<file path="src/rtl/lplr_pkg.sv">
// Shared types, constants and helpers for the four-pole ladder lowpass with ramped controls.
// No dependencies; every other file in rtl/ uses it by scoped names.
package lplr_pkg;

   localparam int LPLR_SAMPLE_BITS = 24;
   localparam int LPLR_CHANNELS    = 2;

   localparam int LPLR_CSR_IDX_W  = 3;
   localparam int LPLR_CSR_DATA_W = 32;

   // Shared multiplier: 34 x 34 signed operands, full product
   localparam int LPLR_OP_W   = 34;
   localparam int LPLR_PROD_W = 2 * LPLR_OP_W;

   // Unsigned Q1.30 coefficients
   localparam logic [30:0] K_116   = 31'd1245540516;
   localparam logic [30:0] K_015   = 31'd161061274;
   localparam logic [30:0] K_035   = 31'd375949225;
   localparam logic [30:0] K_030   = 31'd322122547;
   localparam logic [30:0] ONE_Q30 = 31'd1073741824;

   localparam logic [31:0] CUTOFF_START_RST = 32'h8000_0000;

   typedef enum logic [LPLR_CSR_IDX_W-1:0] {
      CSR_CHANNEL_MODE    = 3'd0,
      CSR_CUTOFF_START    = 3'd1,
      CSR_CUTOFF_SLOPE    = 3'd2,
      CSR_CUTOFF_CURVE    = 3'd3,
      CSR_RESONANCE_START = 3'd4,
      CSR_RESONANCE_SLOPE = 3'd5,
      CSR_RESONANCE_CURVE = 3'd6
   } lplr_csr_type;

   typedef struct packed {
      logic signed [LPLR_SAMPLE_BITS-1:0] sample_left;
      logic signed [LPLR_SAMPLE_BITS-1:0] sample_right;
      logic                               first_of_block;
   } lplr_req_type;

   typedef struct packed {
      logic signed [LPLR_SAMPLE_BITS-1:0] filtered_left;
      logic signed [LPLR_SAMPLE_BITS-1:0] filtered_right;
   } lplr_rsp_type;

   typedef struct packed {
      logic               channel_mode;
      logic        [31:0] cutoff_start;
      logic signed [31:0] cutoff_slope;
      logic signed [31:0] cutoff_curve;
      logic        [31:0] resonance_start;
      logic signed [31:0] resonance_slope;
      logic signed [31:0] resonance_curve;
   } lplr_cfg_type;

   typedef enum logic [1:0] {
      ST_IDLE,
      ST_COEF,
      ST_LANE,
      ST_FINISH
   } lplr_state_type;

   // Operand pair issued to the shared multiplier
   typedef enum logic [3:0] {
      OP_NONE,
      OP_CUT_K116,
      OP_F_F,
      OP_F2_F2,
      OP_K015_F2,
      OP_K035_F4,
      OP_RES_V,
      OP_OUT3_FB,
      OP_X_G,
      OP_K030_IN,
      OP_D_OUT
   } lplr_mop_type;

   // What to do with the product registered in the previous cycle
   typedef enum logic [3:0] {
      USE_NONE,
      USE_F,
      USE_F2,
      USE_F4,
      USE_V,
      USE_G,
      USE_FB,
      USE_X0,
      USE_XG,
      USE_ACC,
      USE_POLE
   } lplr_use_type;

   typedef struct packed {
      lplr_mop_type mop;
      lplr_use_type use_op;
      logic [1:0]   rd_pole;
      logic [1:0]   wr_pole;
      logic         lane;
   } lplr_ctrl_type;

   typedef struct packed {
      logic busy;
      logic finish;
   } lplr_stat_type;

   function automatic logic signed [31:0] sat32(input logic signed [35:0] v);
      logic signed [35:0] hi;
      logic signed [35:0] lo;
      hi = 36'sd2147483647;
      lo = -36'sd2147483648;
      if (v > hi) begin
         return 32'sh7FFF_FFFF;
      end else if (v < lo) begin
         return 32'sh8000_0000;
      end
      return v[31:0];
   endfunction

   function automatic logic signed [LPLR_SAMPLE_BITS-1:0] sat_sample(
      input logic signed [31:0] v);
      logic signed [32:0] smax;
      logic signed [32:0] smin;
      logic signed [32:0] w;
      smax = 33'((64'sd1 <<< (LPLR_SAMPLE_BITS - 1)) - 64'sd1);
      smin = -smax - 33'sd1;
      w    = 33'(v);
      if (w > smax) begin
         w = smax;
      end else if (w < smin) begin
         w = smin;
      end
      return w[LPLR_SAMPLE_BITS-1:0];
   endfunction

endpackage

</file>
<file path="src/rtl/lplr_ramp.sv">
// Second-order ramps for cutoff and resonance: value gains slope, slope gains curve.
// Depends on lplr_pkg for the configuration struct and reset constants.
module lplr_ramp (
   input  logic                  clock,
   input  logic                  reset,
   input  lplr_pkg::lplr_cfg_type cfg,
   input  logic                  reload,
   input  logic                  advance,
   output logic [31:0]           cutoff_now,
   output logic [31:0]           resonance_now
);

   logic        [31:0] cut_now_ff, cut_now_in;
   logic signed [32:0] cut_step_ff, cut_step_in;
   logic        [31:0] res_now_ff, res_now_in;
   logic signed [32:0] res_step_ff, res_step_in;

   // Value plus step, held in 0 .. 2^32-1
   function automatic logic [31:0] now_next(input logic [31:0] now,
                                            input logic signed [32:0] step);
      logic signed [34:0] sum;
      sum = $signed({3'b000, now}) + 35'(step);
      if (sum < 35'sd0) begin
         return 32'd0;
      end else if (sum > 35'sd4294967295) begin
         return 32'hFFFF_FFFF;
      end
      return sum[31:0];
   endfunction

   // Step plus curve, held in -2^32 .. 2^32-1
   function automatic logic signed [32:0] step_next(input logic signed [32:0] step,
                                                    input logic signed [31:0] curve);
      logic signed [33:0] sum;
      sum = 34'(step) + 34'(curve);
      if (sum > 34'sd4294967295) begin
         return 33'sh0_FFFF_FFFF;
      end else if (sum < -34'sd4294967296) begin
         return 33'sh1_0000_0000;
      end
      return sum[32:0];
   endfunction

   always_comb begin
      cut_now_in  = cut_now_ff;
      cut_step_in = cut_step_ff;
      res_now_in  = res_now_ff;
      res_step_in = res_step_ff;
      if (reload) begin
         cut_now_in  = cfg.cutoff_start;
         cut_step_in = 33'(cfg.cutoff_slope);
         res_now_in  = cfg.resonance_start;
         res_step_in = 33'(cfg.resonance_slope);
      end else if (advance) begin
         cut_now_in  = now_next(cut_now_ff, cut_step_ff);
         cut_step_in = step_next(cut_step_ff, cfg.cutoff_curve);
         res_now_in  = now_next(res_now_ff, res_step_ff);
         res_step_in = step_next(res_step_ff, cfg.resonance_curve);
      end
   end

   always_ff @(posedge clock) begin
      if (reset) begin
         cut_now_ff  <= lplr_pkg::CUTOFF_START_RST;
         cut_step_ff <= '0;
         res_now_ff  <= '0;
         res_step_ff <= '0;
      end else begin
         cut_now_ff  <= cut_now_in;
         cut_step_ff <= cut_step_in;
         res_now_ff  <= res_now_in;
         res_step_ff <= res_step_in;
      end
   end

   assign cutoff_now    = cut_now_ff;
   assign resonance_now = res_now_ff;

endmodule

</file>
<file path="config.mk">
export PLATFORM = sky130hd
export DESIGN_NAME = lplr_ramp
export DESIGN_NICKNAME = d
export VERILOG_FILES = /design/src/rtl/lplr_pkg.sv /design/src/rtl/lplr_ramp.sv
export SDC_FILE = /design/constraint.sdc
export NUM_CORES = 1
export LEC_CHECK = 0
export ABC_AREA = 0
export BUFFER_PORTS_ARGS = -buffer_cell sky130_fd_sc_hd__clkbuf_2
export CAP_MARGIN = 30
export CELL_PAD_IN_SITES_DETAIL_PLACEMENT = 0
export CELL_PAD_IN_SITES_GLOBAL_PLACEMENT = 1
export CORE_MARGIN = 3
export CORE_UTILIZATION = 40
export DETAILED_ROUTE_END_ITERATION = 10
export PLACE_DENSITY = 0.8
export SYNTH_ARGS = -nofsm -noshare
export SYNTH_HDL_FRONTEND = slang
export SYNTH_SLANG_ARGS = --single-unit
</file>
<file path="constraint.sdc">
create_clock -name clock -period 6.84 [get_ports clock]
set_input_delay 0.342 -clock clock [delete_from_list [all_inputs] [get_ports clock]]
set_output_delay 0.342 -clock clock [all_outputs]
set_load 0.1 [all_outputs]
</file>
Yosys cells after proc, flatten, opt, wreduce, memory -nomap -nowiden

Index checks and enable logic that the tools add are counted.

Add/subtract/negate cells: 4
$lt $le $gt $ge: 8
Muxes and demuxes: 36
Reduce and logical (&&, ||, !) cells: 1

Operator list:

| operator               | count |
|---|---|
| $mux W33               | 10 |
| $mux W32               | 10 |
| $gt A34 B33 Y1 const B | 4 |
| $add A33 B32 Y34       | 2 |
| $add A33 B33 Y34       | 2 |
| $lt A34 B1 Y1 const B  | 2 |
| $lt A34 B33 Y1 const B | 2 |
| $mux W1                | 16 |
| $reduce_bool A2 Y1     | 1 |

Register bits after elaboration: 130
Word-level logic and storage cells: 53

Depth between registers and ports, before layout

Gate-level depths: netlist of the first run.

Depth after elaboration: 9
Gate-level depth with buffers: 13

Worst setup path before layout of the first run

No wires, ideal clock.

Path type: reg2reg
Start point: register cut_now_ff[1] (netlist: cutoff_now[1])
End point: register cut_now_ff[30] (netlist: cutoff_now[30])
Setup time: 0.132 ns
Arrival time: 3.444 ns
Required time: 6.708 ns
Slack: 3.264 ns
Cell stages (with the launch flop): 12
Buffers on the path: 1
Cell sequence: dfxtp_1 ha_1 a21oi_2 o211ai_4 a31o_1 a311o_1 a2111oi_4 nor2_2 a31oi_1 buf_2 a21boi_1 nor3_1

Cells in the longest elaborated chain, start to end: 9

RTL lines:

| what                     | RTL line        | text |
|---|---|---|
| start: declaration       | lplr_ramp.sv:13 | `logic [31:0] cut_now_ff, cut_now_in;` |
| start signal: assignment | lplr_ramp.sv:64 | `cut_now_ff <= lplr_pkg::CUTOFF_START_RST;` |
| start signal: assignment | lplr_ramp.sv:69 | `cut_now_ff <= cut_now_in;` |
| $add A33 B33 Y34 (*)     | lplr_ramp.sv:22 | `sum = $signed({3'b000, now}) + 35'(step);` |
| $gt A34 B33 Y1           | lplr_ramp.sv:25 | `end else if (sum > 35'sd4294967295) begin` |
| $mux W1                  | lplr_ramp.sv:25 |  |
| $mux W1                  | lplr_ramp.sv:23 | `if (sum < 35'sd0) begin` |
| $mux W1                  | lplr_ramp.sv:54 | `end else if (advance) begin` |
| $mux W1                  | lplr_ramp.sv:49 | `if (reload) begin` |
| $mux W32 (*)             | lplr_ramp.sv:28 | `return sum[31:0];` |
| $mux W32 (*)             | lplr_ramp.sv:54 |  |
| $mux W32 (*)             | lplr_ramp.sv:49 |  |

Mark *: on every way between the ends. The rest lies on a longest branch, timed or not. The select of a mux whose other input is x is not followed.
A chain may end at the register's enable or synchronous reset.

Worst setup path in the final report of the first run

Start point: register res_step_ff[1]
End point: register res_step_ff[13]

Cells in the longest elaborated chain, start to end: 9

RTL lines:

| what                     | RTL line        | text |
|---|---|---|
| start: declaration       | lplr_ramp.sv:16 | `logic signed [32:0] res_step_ff, res_step_in;` |
| start signal: assignment | lplr_ramp.sv:72 | `res_step_ff <= res_step_in;` |
| $add A33 B32 Y34 (*)     | lplr_ramp.sv:35 | `sum = 34'(step) + 34'(curve);` |
| $lt A34 B33 Y1           | lplr_ramp.sv:38 | `end else if (sum < -34'sd4294967296) begin` |
| $mux W1                  | lplr_ramp.sv:38 |  |
| $mux W1                  | lplr_ramp.sv:36 | `if (sum > 34'sd4294967295) begin` |
| $mux W1                  | lplr_ramp.sv:54 |  |
| $mux W1                  | lplr_ramp.sv:49 |  |
| $mux W33 (*)             | lplr_ramp.sv:41 | `return sum[32:0];` |
| $mux W33 (*)             | lplr_ramp.sv:54 |  |
| $mux W33 (*)             | lplr_ramp.sv:49 |  |

Marked as above.

==> results by group, run 1 <==
Status
  – Status: finished clean

Setup path
  – CP arrival: roughly 4400 ps
  – Startpoint Class: register
  – Crit-path cells: ha_1, a211oi_1, o21ai_0, a32oi_1, o21ai_0, a31o_2, o21ai_1, nand2_1, o21bai_2, a211oi_1
  – Worst setup path start: res_step_ff[1]
  – CP max FO: 22
  – Required @ worst endpoint: ~7000 ps
  – Critical path class: reg -> reg
  – Max incr delay on CP: around 700 ps
  – R2r startpoint: res_step_ff[1]
  – Crit. End Element: register
  – Slowest stage cell on the critical path: o21bai_2

Floorplan
  – Die Y: between 150 and 200 um
  – Starting Density: between 40 and 50%
  – Die Wd: between 150 and 200 um
  – Core area: 0.0327 mm2
  – Die area: approximately 0.036 mm2
  – Io pins: 261
  – Rows: 66

Clock tree
  – Post-cts hold buffer count: 0
  – Root Driver: clkbuf_16
  – Post-CTS setup buffer count: 0
  – Clock-pin transition on the worst setup and hold timing paths: around 60 ps
  – Post-CTS sizing: 0
  – H-tree levels: 4
  – Clk Latency, worst-skew pair: ~440 ps
  – CTS tree: yes
  – Max clock buf depth: 2
  – CTS sink count: 130
  – Num CTS Buffers: 17

Worst hold path
  – Hold Startpoint: cfg[161]
  – Hold Path Class: in -> reg

Route
  – Post-DRT Antenna Nets: 0
  – DRC: 0
  – DRT Pass-1 Iters: 5
  – DR WL/cell: 19.6 um
  – DR iter-0 viols: 737
  – Vias per inst: roughly 6
  – Total detailed-routing wirelength: about 48000 um
  – Routed vias: roughly 14000

STA
  – Worst slew margin relative to its limit: ~33%
  – Min Clock Period, post-route: approximately 4000 ps
  – RSZ-0062 raised after global routing: no
  – Min Hold Slack: roughly 89 ps
  – Final worst-path cycle share: between 60% and 70%
  – Fin. Hold Viols: 0
  – Setup Skew: 11.3 ps
  – Final slew viol count: 0
  – Worst-margin pin slew: 1010 ps
  – Final setup violation count: 0
  – Total negative slack: 0 ps
  – Fmax: between 200 and 250 MHz

Synthesis
  – Post-synth EDFFs: 0
  – Synth area leaders: dfxtp_1 19%, ha_1 12%, a21oi_1 8.6%, nor2_1 6.4%, nand2_1 4.8%
  – Synthesized area: 0.0134 mm2
  – Synth top area share: between 10% and 20%
  – Post-synthesis cell type count: between 80 and 90
  – Warnings from Yosys: 0
  – Yosys reg bits: 130
  – Syn Inst Count: about 1800
  – Yosys top cell by area: dfxtp_1
  – Sequential element share of the synthesized area: about a fifth
  – Ys flop type: dfxtp_1
  – Syn_nets: around 2200
  – Syn avg cell area: 7.29 um2
  – Ys async rst share: 0%

Pwr
  – Sw Ratio: around 44%
  – Leakage: roughly 7 nW
  – Logic pwr share: between 40% and 50%
  – Sw power: approximately 0.0016 W
  – Clk pwr share: 26.1%
  – VDD IR max: around 0.00019 V
  – Pwr Density: around 230 mW/mm2
  – Flop pwr share: a little over a quarter
  – Pint: roughly 0.002 W

Global route
  – First-pass GRT wire length: ~75000 um
  – Initial antenna violation count: 0
  – Largest net degree at the start of global routing: roughly 110
  – GRT overflow: 0
  – Tot GR Track Use: around a quarter
  – Vias in the first global route: 13800

Layout
  – Most frequent cells in the layout: 256 x clkbuf_2, 229 x a21oi_1, 226 x nor2_1
  – Layout cell share with drive strength beyond 1: between 15 and 20%
  – NumNets Final: approximately 2300
  – Area Overhead vs Synth: 15.6%
  – Most common cell after layout, fill and taps aside: clkbuf_2
  – Antenna Cells: 0

Placed design
  – GPL Wtd Cong: ~0.91
  – Port Buffers: about 260
  – DP Wirelength: 37000 um

Job
  – Max Cap Violations: 0
critical path: cells and delay by family, from the launching register on:
kind	cells	cell delay (ps)
adders and majority gates	1	300
and+or+nand+nor	1	650
DFF	1	470
AOI/OAI and AO/OA	8	2550
area by class of cell:
class | count | area, um2
fillers | 3392 | 17300
repair buffers | 270 | 1410
flip-flops and latches | 130 | 2600
inverters | 48 | 180
clock inverters | 6 | 80.1
well taps | 442 | 553
multi-input cells | 1544 | 10100
clock buffers | 24 | 482
cells in the mapped netlist (5+ instances only):
cell type	number
buf_2	20
o221ai_1	5
nor3b_1	9
nand2b_1	8
a221oi_1	13
nand2_1	172
or3_1	16
a21o_1	54
a311oi_1	5
dfxtp_1	130
and3_1	18
xnor2_1	62
nand4_1	24
xor2_1	46
nor3_1	19
o21a_1	13
o2111ai_1	5
o21bai_1	16
o21ai_0	103
a21boi_0	6
or2_2	9
nor2b_1	17
a211oi_1	83
and2_1	9
a211oi_2	13
o211a_1	5
a21oi_1	229
and4_1	6
inv_1	48
o311a_1	8
ha_1	130
o22ai_1	5
nor2_1	229
o21ai_1	21
nand3_1	33
clkbuf_1	75
a31oi_1	20
o31ai_1	9
o211ai_1	33
buf_1	7
flip-flops by register name (all words and copies together) (netlist names):
register	flops
cutoff_now	32
cut_step_ff	33
resonance_now	32
res_step_ff	33
power by group through the flow:
stage,Clock (W),Combinational [W],Sequential (W)
global route,0.000971,0.00184,0.000952
detailed placement,0,0.00165,0.000962
finish,0.000927,0.00168,0.000945
CTS,0.000943,0.00167,0.000945
floorplan,0,0.00106,0.00115
global placement,0,0.00164,0.000961
path summary, 6_finish.rpt:
path,slack (ps),endpoint,cells after the start
min,90,cutoff_now[1],3
max,2720,res_step_ff[13],10
min reg2reg,540,cutoff_now[18],1
max reg2reg,2720,res_step_ff[13],10
per-layer routing:
layer | part of all wire [%] | track usage (%) | routed length, um | vias to the layer above
met5 | 0 | 0 | 0 | -
met4 | 3.2 | 9.11 | 1550 | 0
met3 | 5.3 | 4.11 | 2570 | 72
met2 | 47 | 45.3 | 22700 | 443
met1 | 44 | 33.8 | 21400 | 6686
li1 | - | - | - | 7172
metrics by stage:
stage | instances | utilization, % | power (W) | area, um2 | worst slack [ps]
final | 2464 | 47.2 | 0.00355 | 15400 | 2720
after global routing | 2464 | 47.2 | 0.00377 | 15400 | 2380
after CTS | 2464 | 47.2 | 0.00355 | 15400 | 2730
after detailed placement | 2434 | 45.5 | 0.00262 | 14900 | 2680
after global placement | 2431 | 45.3 | 0.00260 | 14800 | 2760
after floorplan | 1831 | - | 0.00221 | 13400 | 3260
cell families after synthesis:
group,count (synthesis),share of synthesized area [%]
and+or+nand+nor,585,19.9
AOI/OAI and AO/OA,715,35.7
buffers and inverters,157,4.88
xor gates and xnor gates,108,7.08
muxes,2,0.159
adders and majority gates,134,12.8
DFF,130,19.5
Power figures use the tool's default switching activity.
==> run 2, diff against run 1 <==
==> constraint.sdc (replaced) <==
create_clock -name clock -period 3.89 [get_ports clock]
set_input_delay 0.1945 -clock clock [delete_from_list [all_inputs] [get_ports clock]]
set_output_delay 0.1945 -clock clock [all_outputs]
set_load 0.1 [all_outputs]
==> run 2 against run 1 <==
Net effect: wire length down 0.39%; register-to-register slack got worse by 2300 ps; sequential share of layout area down 0.37 points; clock skew up 4.6 ps; worst setup slack worse by 2300 ps; utilization up 1.1 points; hold slack worse by 79 ps; critical path type unchanged.
==> results by group, run 2 (synthesis results as in run 1) <==
Clock tree
  – CTS sink count: 130 (unchanged)
  – CTS tree: yes
  – Clock-pin transition on the worst setup and hold timing paths: 60 ps (about the same)
  – H-tree levels: 4 (unchanged)
  – Max clock buf depth: 2 (unchanged)
  – Clk Latency, worst-skew pair: 450 ps (about the same)
  – Num CTS Buffers: 17 (unchanged)
  – Post-CTS setup buffer count: 0 (unchanged)
  – Root Driver: clkbuf_16

Global route
  – Largest net degree at the start of global routing: 122 (+16%)
  – GRT overflow: 0 (unchanged)
  – First-pass GRT wire length: 74600 um (-0.69%)
  – M3 GR Usage: 4.89% (+0.78 points)
  – Initial antenna violation count: 2 (+2)
  – M2 GR Usage: 44.9% (-0.35 points)
  – Vias in the first global route: 14100 (+2.1%)
  – GRT busiest layer: met2
  – Tot GR Track Use: 26.2% (-0.21 points)
  – GR met1 Demand/Resource: 32.8% (-0.97 points)

Layout
  – NumNets Final: 2383 (+1.8%)
  – Post-Layout Inst Area: 0.0158 mm2 (+2.2%)
  – Layout cell share with drive strength beyond 1: 17.7% (+0.33 points)
  – Fillers: 3363 (-0.85%)
  – Most common cell after layout, fill and taps aside: clkbuf_2
  – Most frequent cells in the layout: 256 x clkbuf_2, 229 x a21oi_1, 225 x nor2_1
  – Post-route insts no fill: 2506 (+1.7%)
  – Area Overhead vs Synth: 18.2%
  – Largest regs: cut_step_ff (33), res_step_ff (33)

STA
  – Worst slew margin relative to its limit: 33.7% (+0.85 points)
  – Final worst-path cycle share: 89.5% (+29 points)
  – RSZ-0062 raised after global routing: no
  – Total negative slack: 0 ps (unchanged)
  – Min Hold Slack: 10.0 ps (-78.5 ps)
  – Final setup violation count: 0 (unchanged)
  – Final slew viol count: 0 (unchanged)
  – Setup Skew: 15.8 ps (+4.59 ps)
  – Fin. Hold Viols: 0 (unchanged)
  – Setup WS post-layout: 407 ps (-2320 ps)
  – Min Clock Period, post-route: 3480 ps (-633 ps)
  – Worst-margin pin slew: 995 ps (-10.7 ps)
  – Fmax: 287 MHz (+18%)

Pwr
  – VDD IR max: 0.000337 V (+81%)
  – Leakage: 7.28 nW (+2.2%)
  – Pwr Density: 395 mW/mm2 (+72%)

Route
  – DRT Pass-1 Iters: 6 (+1)
  – DRC: 0 (unchanged)
  – Post-DRT Antenna Nets: 0 (unchanged)
  – Total detailed-routing wirelength: 48100 um (-0.39%)
  – Routed vias: 14500 (+0.86%)
  – Vias per inst: 5.78 (-0.83%)
  – DR WL/cell: 19.2 um (-2.1%)
  – DR iter-0 viols: 900 (+22%)

Floorplan
  – Die area: 0.0356 mm2 (unchanged)
  – Rows: 66 (unchanged)
  – Io pins: 261 (unchanged)
  – Die Wd: 189 um (unchanged)
  – Core area: 0.0327 mm2 (unchanged)
  – Die Y: 189 um (unchanged)
  – Starting Density: 40.8% (unchanged)

Setup path
  – CP max FO: 25 (+14%)
  – Required @ worst endpoint: 4200 ps (-2940 ps)
  – Critical path class: reg -> reg
  – CP arrival: 3790 ps (-630 ps)
  – Crit. End Element: register
  – Startpoint Class: register

Placed design
  – Cell Area, Placed: 0.0149 mm2 (+0.50%)
  – GPL Wtd Cong: 0.922 (+1.4%)
  – Port Buffers: 259 (unchanged)
  – Worst slack, placed: 254 ps (-2430 ps)
  – Post-Place Cells: 2447 (+0.53%)
  – DP Wirelength: 37100 um (+0.36%)

Job
  – Max Cap Violations: 0 (unchanged)

Worst hold path
  – Hold Path Class: in -> reg

Status
  – Status: finished clean
[run 2: timing repair]
action	4_1_cts	5_1_grt
endpoints found under the hold margin	28	0
setup endpoints to repair	0	11
hold buffers	28	0
resized for setup	0	1
[run 2: worst paths after layout]
kind              cells past startpoint        startpoint  slack (ps)          endpoint
hold reg to reg                       1    cutoff_now[17]         560    cutoff_now[17]
setup / recovery                     12  resonance_now[0]         410  resonance_now[0]
setup reg to reg                     12  resonance_now[0]         410  resonance_now[0]
hold / removal                        3          cfg[185]          10    cutoff_now[25]
[run 2: per-layer routing]
layer / routed length [um] / up-vias
li1: - / 7255
met2: 22700 / 449
met3: 2720 / 70
met1: 21100 / 6721
met4: 1560 / 2
met5: 7 / -
[run 2: cell type report]
type | count | area, um2 | area share, %
Multi-Input combinational cell | 1544 | 10100 | 64.2
Sequential cell | 130 | 2600 | 16.5
Timing Repair Buffer | 311 | 1770 | 11.2
Tap cell | 442 | 553 | 3.51
Clock buffer | 25 | 495 | 3.14
Inverter | 48 | 180 | 1.14
Clock inverter | 5 | 52.6 | 0.333
Antenna cell | 1 | 2.50 | 0.0159
[run 2: metrics by stage]
stage,power [W],utilization [%]
2_1_floorplan,0.00389,-
3_3_place_gp,0.00460,45.7
3_5_place_dp,0.00462,45.7
4_1_cts,0.00624,48.2
5_1_grt,0.00660,48.2
6_report,0.00623,48.2
[run 2: worst max-delay path, stage by stage, from the launching register on]
cell and delay, ps:
dfxtp_1 320, ha_1 230, fa_1 420, a21o_1 210, a221oi_2 340, o211a_1 320, a311oi_1 150, nor3_2 210
nor2_1 120, a211o_1 440, nor2_4 120, buf_4 310, a211oi_1 120
[run 2: power by group]
group	total (W)	internal (W)	leakage, nW	switching, W
registers	0.00166	0.00147	1.08	0.000189
logic	0.00299	0.00105	5.93	0.00194
clock network	0.00158	0.000936	0.269	0.000644
==> run 3, diff against run 2 <==
==> constraint.sdc (replaced) <==
create_clock -name clock -period 3.5 [get_ports clock]
set_input_delay 0.175 -clock clock [delete_from_list [all_inputs] [get_ports clock]]
set_output_delay 0.175 -clock clock [all_outputs]
set_load 0.1 [all_outputs]
==> run 3 against run 2 <==
Net effect: sequential power grew 11%; non-clock buffer count grew 40; global-route usage grew 0.52 points; critical path type unchanged; critical endpoint is now cutoff_now[21]; largest cell class unchanged.
==> results by group, run 3 (synthesis results as in run 1) <==
Layout
  – Largest regs: cut_step_ff (33), res_step_ff (33)
  – Most common cell after layout, fill and taps aside: clkbuf_2
  – Multi-input gate area: 0.0102 mm2 (+0.61%)
  – Most frequent cells in the layout: 256 x clkbuf_2, 228 x a21oi_1, 224 x nor2_1
  – Area Overhead vs Synth: 22.3%
  – Sequential cell area: 0.00261 mm2 (+0.34%)
  – Post-Layout Inst Area: 0.0163 mm2 (+3.5%)
  – Post-route insts no fill: 2548 (+1.7%)
  – NumNets Final: 2423 (+1.7%)
  – Layout cell share with drive strength beyond 1: 20.1% (+2.4 points)
  – Fillers: 3330 (-0.98%)

Setup path
  – Buffers plus inverters on the worst setup path: 4 (+3)
  – Critical path class: reg -> reg
  – Startpoint Class: register
  – Crit. End Element: register
  – Slowest stage cell on the critical path: fa_2
  – Minimum setup slack among reg-to-reg paths: 140 ps (-270 ps)
  – CP max FO: 10 (-60%)
  – Max incr delay on CP: 380 ps (-60 ps)
  – CP arrival: 3690 ps (-100 ps)
  – Crit-path cells: buf_4, ha_1, fa_2, a21o_1, a221oi_4, a211oi_2, or3_4, a21oi_2, buf_6, o21ai_0, a31oi_2, buf_4, buf_2, o21ai_1, o311a_1
  – Crit path max-delay family: compound AO/OA/AOI/OAI gates
  – Most used cell, CP: buf_4
  – Required @ worst endpoint: 3820 ps (-380 ps)

Route
  – DR iter-0 viols: 917 (+1.9%)
  – Vias per inst: 5.78 (about the same)
  – DR WL/cell: 19.4 um (+1.1%)
  – Post-DRT Antenna Nets: 0 (unchanged)
  – Routed vias: 14700 (+1.7%)
  – Total detailed-routing wirelength: 49400 um (+2.8%)
  – DRT Pass-1 Iters: 5 (-1)
  – DRC: 0 (unchanged)

Pwr
  – Pwr Density: 445 mW/mm2 (+13%)
  – VDD IR max: 0.000357 V (+6.0%)
  – Leakage: 7.55 nW (+3.6%)
  – Overall power: 0.00728 W (+17%)

Global route
  – Largest net degree at the start of global routing: 99 (-19%)
  – Initial antenna violation count: 2 (unchanged)
  – GRT overflow: 0 (unchanged)
  – Vias in the first global route: 14300 (+1.1%)
  – Tot GR Track Use: 26.7% (+0.52 points)
  – First-pass GRT wire length: 76300 um (+2.4%)

Placed design
  – GPL Wtd Cong: 0.927 (+0.54%)
  – Cell Area, Placed: 0.0152 mm2 (+2.0%)
  – DP Wirelength: 38100 um (+2.8%)
  – Post-Place Cells: 2476 (+1.2%)
  – Port Buffers: 259 (unchanged)

Clock tree
  – Max clock buf depth: 2 (unchanged)
  – Clock-pin transition on the worst setup and hold timing paths: 60 ps (about the same)
  – Root Driver: clkbuf_16
  – CTS sink count: 130 (unchanged)
  – Num CTS Buffers: 17 (unchanged)
  – H-tree levels: 4 (unchanged)
  – Clk Latency, worst-skew pair: 440 ps (about the same)
  – CTS tree: yes

Job
  – Max Cap Violations: 0 (unchanged)

STA
  – Worst slew margin relative to its limit: 41.2% (+7.6 points)
  – Total negative slack: 0 ps (unchanged)
  – Fin. Hold Viols: 0 (unchanged)
  – Setup Skew: 11.5 ps (-4.37 ps)
  – Min Hold Slack: 19.8 ps (+9.76 ps)
  – Final slew viol count: 0 (unchanged)
  – Worst-margin pin slew: 881 ps (-113 ps)
  – Min Clock Period, post-route: 3360 ps (-120 ps)
  – Fmax: 297 MHz (+3.6%)
  – Final worst-path cycle share: 96.1% (+6.6 points)
  – Final setup violation count: 0 (unchanged)

Status
  – Status: finished clean

Floorplan
  – Die Wd: 189 um (unchanged)
  – Rows: 66 (unchanged)
  – Die Y: 189 um (unchanged)
  – Starting Density: 40.8% (unchanged)
  – Die area: 0.0356 mm2 (unchanged)
  – Io pins: 261 (unchanged)
  – Core area: 0.0327 mm2 (unchanged)

Worst hold path
  – Hold Path Class: in -> reg
## run 3: changes by cell type in the layout (fill, tap and decap cells not counted), moves of 2 or more
cell and change:
buf_4 +27, dfxtp_1 -7, dfxtp_2 +7, buf_12 +6, dlygate4sd3_1 +4, a211oi_1 -3, a211oi_2 +3, bufinv_16 +2
clkbuf_1 -2
## run 3: layout make-up
class | instances | area share [%]
Multi-Input combinational cell | 1544 | 62.4
Sequential cell | 130 | 16.0
Timing Repair Buffer | 351 | 13.3
Tap cell | 442 | 3.39
Clock buffer | 24 | 3.07
Inverter | 48 | 1.10
Clock inverter | 8 | 0.758
Antenna cell | 1 | 0.0153
## run 3: worst paths after layout
path / from / endpoint / cells past startpoint
max: cut_step_ff[0] / cutoff_now[21] / 15
min: cfg[133] / cut_step_ff[5] / 3
max reg2reg: cut_step_ff[0] / cutoff_now[21] / 15
min reg2reg: cutoff_now[18] / cutoff_now[18] / 1
## run 3: where the power goes
part / switching [W] / leakage [nW] / internal, W / total (W)
clock: 0.000736 / 0.302 / 0.00122 / 0.00195
combinational: 0.00221 / 6.16 / 0.00127 / 0.00348
sequential: 0.000208 / 1.08 / 0.00164 / 0.00184
## run 3: per-layer routing
metal / part of all wire, % / track usage, % / vias to the layer above
met5: 0.022 / 0 / -
met4: 3.9 / 11.0 / 2
met3: 5.7 / 4.86 / 81
met2: 47 / 44.9 / 447
met1: 44 / 33.8 / 6888
li1: - / - / 7321
## run 3: per-stage QoR
step | worst slack, ps | util, %
2_1_floorplan | 12.9 | -
3_3_place_gp | -13.7 | 46.6
3_5_place_dp | -3.57 | 46.6
4_1_cts | 53.3 | 49.5
5_1_grt | -1.14 | 49.9
6_report | 136 | 49.9
## run 3: worst reg2reg max path, cell delays in order, from the launching register on
cell and delay, ps:
dfxtp_1 320, buf_4 150, ha_1 220, fa_2 380, a21o_1 230, a221oi_4 290, a211oi_2 130, or3_4 370
a21oi_2 190, buf_6 160, o21ai_0 100, a31oi_2 200, buf_4 150, buf_2 170, o21ai_1 80, o311a_1 120
## run 3: repair_timing
action | 4_1_cts | 5_1_grt
gates cloned | 0 | 1
hold buffers | 32 | 0
resized for setup | 1 | 16
pin swaps | 0 | 3
endpoints found under the hold margin | 32 | 0
endpoints found under the setup margin | 5 | 51
setup buffers | 0 | 5
